`src/sv/ascending_sort_engine_unit_defines.svh`:
```
// assertion macros for the sort engine rtl
`ifndef ASCENDING_SORT_ENGINE_UNIT_DEFINES_SVH
`define ASCENDING_SORT_ENGINE_UNIT_DEFINES_SVH

`ifndef ASSERT_OFF
`define ASE_CHECK(lbl, clk, rst, prop, msg) \
  lbl: assert property (@(posedge clk) disable iff (rst) prop) else $error(msg);
`define ASE_CHECK_NR(lbl, clk, prop, msg) \
  lbl: assert property (@(posedge clk) prop) else $error(msg);
`else
`define ASE_CHECK(lbl, clk, rst, prop, msg)
`define ASE_CHECK_NR(lbl, clk, prop, msg)
`endif

`endif

```
`src/sv/ase_pkg.sv`:
```
// shared types and constants of the sort engine
`default_nettype none
package ase_pkg;

  localparam int WORD_W       = 32;
  localparam int SIZE_DEFAULT = 32;

  typedef struct packed {
    logic signed [WORD_W-1:0] value;
    logic                     last_in;
  } in_item_t;

  typedef struct packed {
    logic signed [WORD_W-1:0] sorted_value;
    logic                     last_out;
    logic                     overflowed;
  } out_item_t;

  // broadcast to every cell of the chain
  typedef struct packed {
    logic                     insert;
    logic                     shift;
    logic signed [WORD_W-1:0] key;
  } cell_ctrl_t;

endpackage
`default_nettype wire

```
`src/sv/ascending_sort_engine_unit.sv`:
```
// channel  | signals                 | transfer when
// ---------+-------------------------+------------------------------
// input    | start, busy, item       | start high while busy low
// result   | strobe, result          | every cycle strobe is high
//
// an input value is inserted into the cell chain in the cycle it is taken,
// so values not marked last go at one per cycle with busy staying low.
// the value marked last is inserted, then the held set drains from the head
// of the chain, one result per cycle until the set is out, busy high all the while.
// results cannot be held off; strobe marks each one for a single cycle.
// synchronous reset empties the chain and clears count and overflow flag.
`default_nettype none
`include "ascending_sort_engine_unit_defines.svh"
module ascending_sort_engine_unit
  import ase_pkg::*;
#(
  parameter int SIZE = SIZE_DEFAULT
) (
  input  wire logic     clk,
  input  wire logic     rst,
  input  wire logic     start,
  output logic          busy,
  input  wire in_item_t item,
  output logic          strobe,
  output out_item_t     result
);

  localparam int CNT_W = $clog2(SIZE + 1);

  typedef enum logic {FILL, DRAIN} state_t;

  state_t                   state;
  logic [CNT_W-1:0]         count;
  logic                     ovf;
  logic                     take;
  logic                     has_room;
  cell_ctrl_t               ctrl;
  logic signed [WORD_W-1:0] head_value;

  assign take     = start && (state == FILL);
  assign has_room = count < CNT_W'(SIZE);

  assign ctrl.insert = take && has_room;
  assign ctrl.shift  = (state == DRAIN);
  assign ctrl.key    = item.value;

  ase_chain #(.SIZE(SIZE)) u_chain (
    .clk        (clk),
    .rst        (rst),
    .ctrl       (ctrl),
    .head_value (head_value)
  );

  assign busy                = (state == DRAIN);
  assign strobe              = (state == DRAIN);
  assign result.sorted_value = head_value;
  assign result.last_out     = (count == CNT_W'(1));
  assign result.overflowed   = ovf;

  always_ff @(posedge clk) begin
    if (rst) begin
      state <= FILL;
      count <= '0;
      ovf   <= 1'b0;
    end else begin
      case (state)
        FILL: begin
          if (take) begin
            if (has_room) begin
              count <= count + CNT_W'(1);
            end else begin
              ovf <= 1'b1;
            end
            if (item.last_in) begin
              state <= DRAIN;
            end
          end
        end
        DRAIN: begin
          count <= count - CNT_W'(1);
          if (count == CNT_W'(1)) begin
            state <= FILL;
            ovf   <= 1'b0;
          end
        end
        default: begin
          state <= FILL;
        end
      endcase
    end
  end

  `ASE_CHECK(a_strobe_has_data, clk, rst, strobe |-> (count != '0), "result with empty chain")
  `ASE_CHECK(a_last_ends_set, clk, rst, (strobe && result.last_out) |=> !busy, "busy after last result")
  `ASE_CHECK(a_more_follows, clk, rst, (strobe && !result.last_out) |=> strobe, "gap inside a set")
  `ASE_CHECK(a_close_drains, clk, rst, (start && !busy && item.last_in) |=> strobe, "closing item gave no drain")
  `ASE_CHECK(a_ovf_full, clk, rst, ((state == FILL) && ovf) |-> (count == CNT_W'(SIZE)), "overflow below capacity")

endmodule
`default_nettype wire

```
`src/sv/ase_cell.sv`:
```
// one cell of the insertion chain: holds one value and its valid bit
`default_nettype none
module ase_cell
  import ase_pkg::*;
(
  input  wire logic                     clk,
  input  wire logic                     rst,
  input  wire cell_ctrl_t               ctrl,
  input  wire logic                     left_gt,
  input  wire logic                     left_valid,
  input  wire logic signed [WORD_W-1:0] left_value,
  input  wire logic                     right_valid,
  input  wire logic signed [WORD_W-1:0] right_value,
  output logic                          gt,
  output logic                          valid,
  output logic signed [WORD_W-1:0]      value
);

  // equal values stay put, so a new value lands behind them
  assign gt = valid && (value > ctrl.key);

  always_ff @(posedge clk) begin
    if (rst) begin
      valid <= 1'b0;
    end else if (ctrl.shift) begin
      valid <= right_valid;
    end else if (ctrl.insert) begin
      valid <= valid || left_valid;
    end
  end

  always_ff @(posedge clk) begin
    if (ctrl.shift) begin
      value <= right_value;
    end else if (ctrl.insert && (gt || !valid)) begin
      value <= left_gt ? left_value : ctrl.key;
    end
  end

endmodule
`default_nettype wire

```
`src/sv/ase_chain.sv`:
```
// row of insertion cells, smallest value at the head
`default_nettype none
module ase_chain
  import ase_pkg::*;
#(
  parameter int SIZE = SIZE_DEFAULT
) (
  input  wire logic                clk,
  input  wire logic                rst,
  input  wire cell_ctrl_t          ctrl,
  output logic signed [WORD_W-1:0] head_value
);

  logic                     gt    [SIZE];
  logic                     valid [SIZE];
  logic signed [WORD_W-1:0] value [SIZE];

  for (genvar i = 0; i < SIZE; i++) begin : g_cell
    logic                     l_gt;
    logic                     l_valid;
    logic signed [WORD_W-1:0] l_value;
    logic                     r_valid;
    logic signed [WORD_W-1:0] r_value;

    if (i == 0) begin : g_head
      assign l_gt    = 1'b0;
      assign l_valid = 1'b1;
      assign l_value = ctrl.key;
    end else begin : g_body
      assign l_gt    = gt[i-1];
      assign l_valid = valid[i-1];
      assign l_value = value[i-1];
    end

    if (i == SIZE - 1) begin : g_tail
      assign r_valid = 1'b0;
      assign r_value = '0;
    end else begin : g_inner
      assign r_valid = valid[i+1];
      assign r_value = value[i+1];
    end

    ase_cell u_cell (
      .clk         (clk),
      .rst         (rst),
      .ctrl        (ctrl),
      .left_gt     (l_gt),
      .left_valid  (l_valid),
      .left_value  (l_value),
      .right_valid (r_valid),
      .right_value (r_value),
      .gt          (gt[i]),
      .valid       (valid[i]),
      .value       (value[i])
    );
  end

  assign head_value = value[0];

endmodule
`default_nettype wire

```
`config.mk`:
```
export PLATFORM = sky130hd
export DESIGN_NAME = ascending_sort_engine_unit
export DESIGN_NICKNAME = d
export VERILOG_FILES = /design/src/sv/ase_pkg.sv /design/src/sv/ascending_sort_engine_unit.sv /design/src/sv/ase_cell.sv /design/src/sv/ase_chain.sv
export VERILOG_INCLUDE_DIRS = /design/src /design/src/sv
export SDC_FILE = /design/constraint.sdc
export NUM_CORES = 2
export LEC_CHECK = 0
export ABC_AREA = 1
export BUFFER_PORTS_ARGS = -buffer_cell sky130_fd_sc_hd__buf_2
export CAP_MARGIN = 5
export CORE_MARGIN = 4
export CORE_UTILIZATION = 42
export DETAILED_ROUTE_END_ITERATION = 8
export GPL_ROUTABILITY_DRIVEN = 0
export SYNTH_ARGS = -nofsm -noshare
export SYNTH_HDL_FRONTEND = slang
export SYNTH_SLANG_ARGS = --single-unit
```
`constraint.sdc`:
```
create_clock -name clk -period 12.7 [get_ports clk]
set_clock_uncertainty 0.2 [all_clocks]
set_input_delay 2.54 -clock clk [delete_from_list [all_inputs] [get_ports clk]]
set_output_delay 2.54 -clock clk [all_outputs]
set_load 0.02 [all_outputs]
```
==> results_dict.tcl <==
set metrics [dict create \
    slew_violations 0 \
    die_w_um 460 \
    crit_chain "buf_2, inv_4, buf_4, ha_1, nand2_1, o21ai_0, nand2_1, a21oi_1, nor2_1, nand3_2, nand2_2, nor2_4, o21ai_1, nand2_2" \
    rows 165 \
    dp_hpwl_mm 237 \
    crit_slowest_cell "nand2_2" \
    antenna_left 0 \
    cts_resized 0 \
    ir_drop_uv 154 \
    crit_fanout 33 \
    drt_iter0_drc 10567 \
    finalCritPeriodShare 0.549 \
    root_buffer "clkbuf_16" \
    grt_max_degree 167 \
    cts_setup_buffers 0 \
    wl_per_cell_um 24.9 \
    start_util 0.424 \
    syn_area_sq_mm 0.0860 \
    hold_viol_final 0 \
    wirelength_mm 343 \
    syn_inst 11345 \
    yosysSeqAreaShare 0.363 \
    first_pass_iters 8 \
    fmax_mhz 143 \
    place_inst 13525 \
    pin_count 72 \
    port_buffers 71 \
    die-area_sq_mm 0.212 \
    outcome "finished clean" \
    rsz0062_at_grt "no" \
    clk_latency_ns 0.83 \
    synth.top_cell.area_share 0.347 \
    synth-main-ff-cell "edfxtp_1" \
    die_y_um 460 \
    final_layout_size_suffix_gt1_frac 0.0568 \
    numClockSinks 1064 \
    regToRegSetupSlack_ns 8.10 \
    powerDensity_mw_per_mm2 149 \
    grt_pass1_wl_mm 507 \
    cts_buffers 139 \
    wl_met3_mm 42.5 \
    first_global_vias 79011 \
    yosys.cell_count.top_type "nand2_1" \
    yosys-top-cells-area "edfxtp_1, nand2_1, ha_1" \
    worst_setup_path_end_kind "register" \
    max_stage_delay_ns 0.78 \
    postCtsHoldBufs 0 \
    route.vias.total 84204 \
    synthArstFlopShare 0 \
    period_needed_ns 6.98 \
    startpoint_type "primary input" \
    grt_use_total 0.314 \
    htreeDepth 4 \
    synth_top_cells_by_count "nand2_1, inv_1, nand3_1" \
    cts_buffer_depth 3 \
    core_area_sq_mm 0.203 \
    crit_required_ns 12.92 \
    highest_layer "met5" \
    hold_class "reg2reg" \
    ys_warn_count 0 \
    cts_tree "yes" \
    worst_slew_pin_slew_ns 1.34 \
    area_growth_syn_to_layout_pct 7.87 \
    clkTransAtPathRegs_ns 0.06 \
    max-slew-margin-rel 0.106 \
    drc_errors 0 \
    crit_type "in2reg" \
    cp_num_buf_inv 3 \
    ys_types 50 \
    route.met2.wl_mm 144 \
    synth_enable_flop_cells 992 \
    syn_area_per_cell_sq_um 7.58 \
    cap_violations 0 \
    instances_no_fill 13789 \
    syn_nets 12408 \
    grt_antenna_before_repair 9 \
    gr-total-overflow 0 \
    nets 12058 \
    path_delay_family "simple AND/OR/NAND/NOR gates" \
    cp.arrival_ns 7.20 \
    leakagePower_nw 44.9 \
    wl_met1_mm 138 \
    via_per_inst 6.11 \
    finalSetupTns_ns 0 \
    finalSetupViolations 0 \
    yosysTopAreaCell "edfxtp_1" \
    ys_seq_elements 1064 \
]
[cell usage in the layout (no fill, tap or decap), drive strengths merged]
cell type	instances
o211ai	21
diode	8
a21boi	13
ha	1027
nand2	3954
o21a	63
clkinv	48
nand3b	114
or2	1
nor3b	5
inv	1138
nand3	1057
nor3	27
buf	252
and2	1
o21bai	45
dfxtp	72
a221oi	27
nor4b	1
and3	3
a31oi	18
o21ai	164
bufinv	11
a41oi	1
a32oi	1
a221o	1
o21ba	1
nor2	313
clkbuf	189
nor4	25
a21oi	509
nand4	1014
a21o	1
edfxtp	992
[metal layers]
| metal | global-route usage | up-vias |
|---|---|---|
| li1 | - | 38092 |
| met1 | 0.430 | 40110 |
| met2 | 0.461 | 5125 |
| met3 | 0.0776 | 875 |
| met4 | 0.154 | 2 |
| met5 | 0 | - |
[kinds of logic after synthesis]
kind of cell | share of synthesized area
compound gates | 0.0562
fa+ha+maj | 0.149
buf+inv | 0.0885
flops | 0.363
simple gates | 0.343
[worst paths after layout]
check | startpoint | to | cells after the start
hold reg to reg | ovf | ovf | 2
setup / recovery | item[19] | u_chain.g_cell[24].u_cell.value[20] | 14
hold / removal | ovf | ovf | 2
setup reg to reg | busy | u_chain.g_cell[18].u_cell.value[21] | 6
[per-stage QoR]
| step | utilization | hold WS [ns] | setup slack [ns] | instance area [sq um] | power (mW) |
|---|---|---|---|---|---|
| 5_1_grt | 0.457 | 0.287 | 5.69 | 92700 | 14.5 |
| 3_3_place_gp | 0.434 | 0.252 | 5.32 | 88200 | 9.52 |
| 3_5_place_dp | 0.434 | 0.257 | 5.13 | 88200 | 9.66 |
| 4_1_cts | 0.457 | 0.264 | 6.00 | 92700 | 13.7 |
| 6_report | 0.457 | 0.265 | 5.72 | 92700 | 13.8 |
| 2_1_floorplan | - | 0.241 | 4.67 | 86000 | 8.12 |
[state kept, by name, summed over array words and instances, names as in the netlist]
signal / count
u_chain.g_cell.u_cell.value: 1024
u_chain.g_cell.u_cell.valid: 32
count: 6
busy: 1
ovf: 1
[power by group]
group | switching [mW] | total, mW | internal, mW | leakage (nW)
logic | 2.97 | 4.26 | 1.29 | 32.3
registers | 0.809 | 5.51 | 4.70 | 10.4
clock network | 1.69 | 4.07 | 2.38 | 2.24
total | 5.47 | 13.8 | 8.37 | 44.9
[tightest hold or removal path, cell delays in order (launching register included)]
cell and delay [ns]:
dfxtp_1 0.31, nand2_1 0.06, a21oi_1 0.05
[cell type report]
class,count,area [sq um]
fill,20125,110000
multi-input combinational,8407,47500
sequential,1064,31200
inverter,1131,4330
clock buffer,189,3900
tap,2672,3340
timing repair buffer,252,1810
clock inverter,66,632
antenna,8,20.0
(Power assumes the default switching activity.)
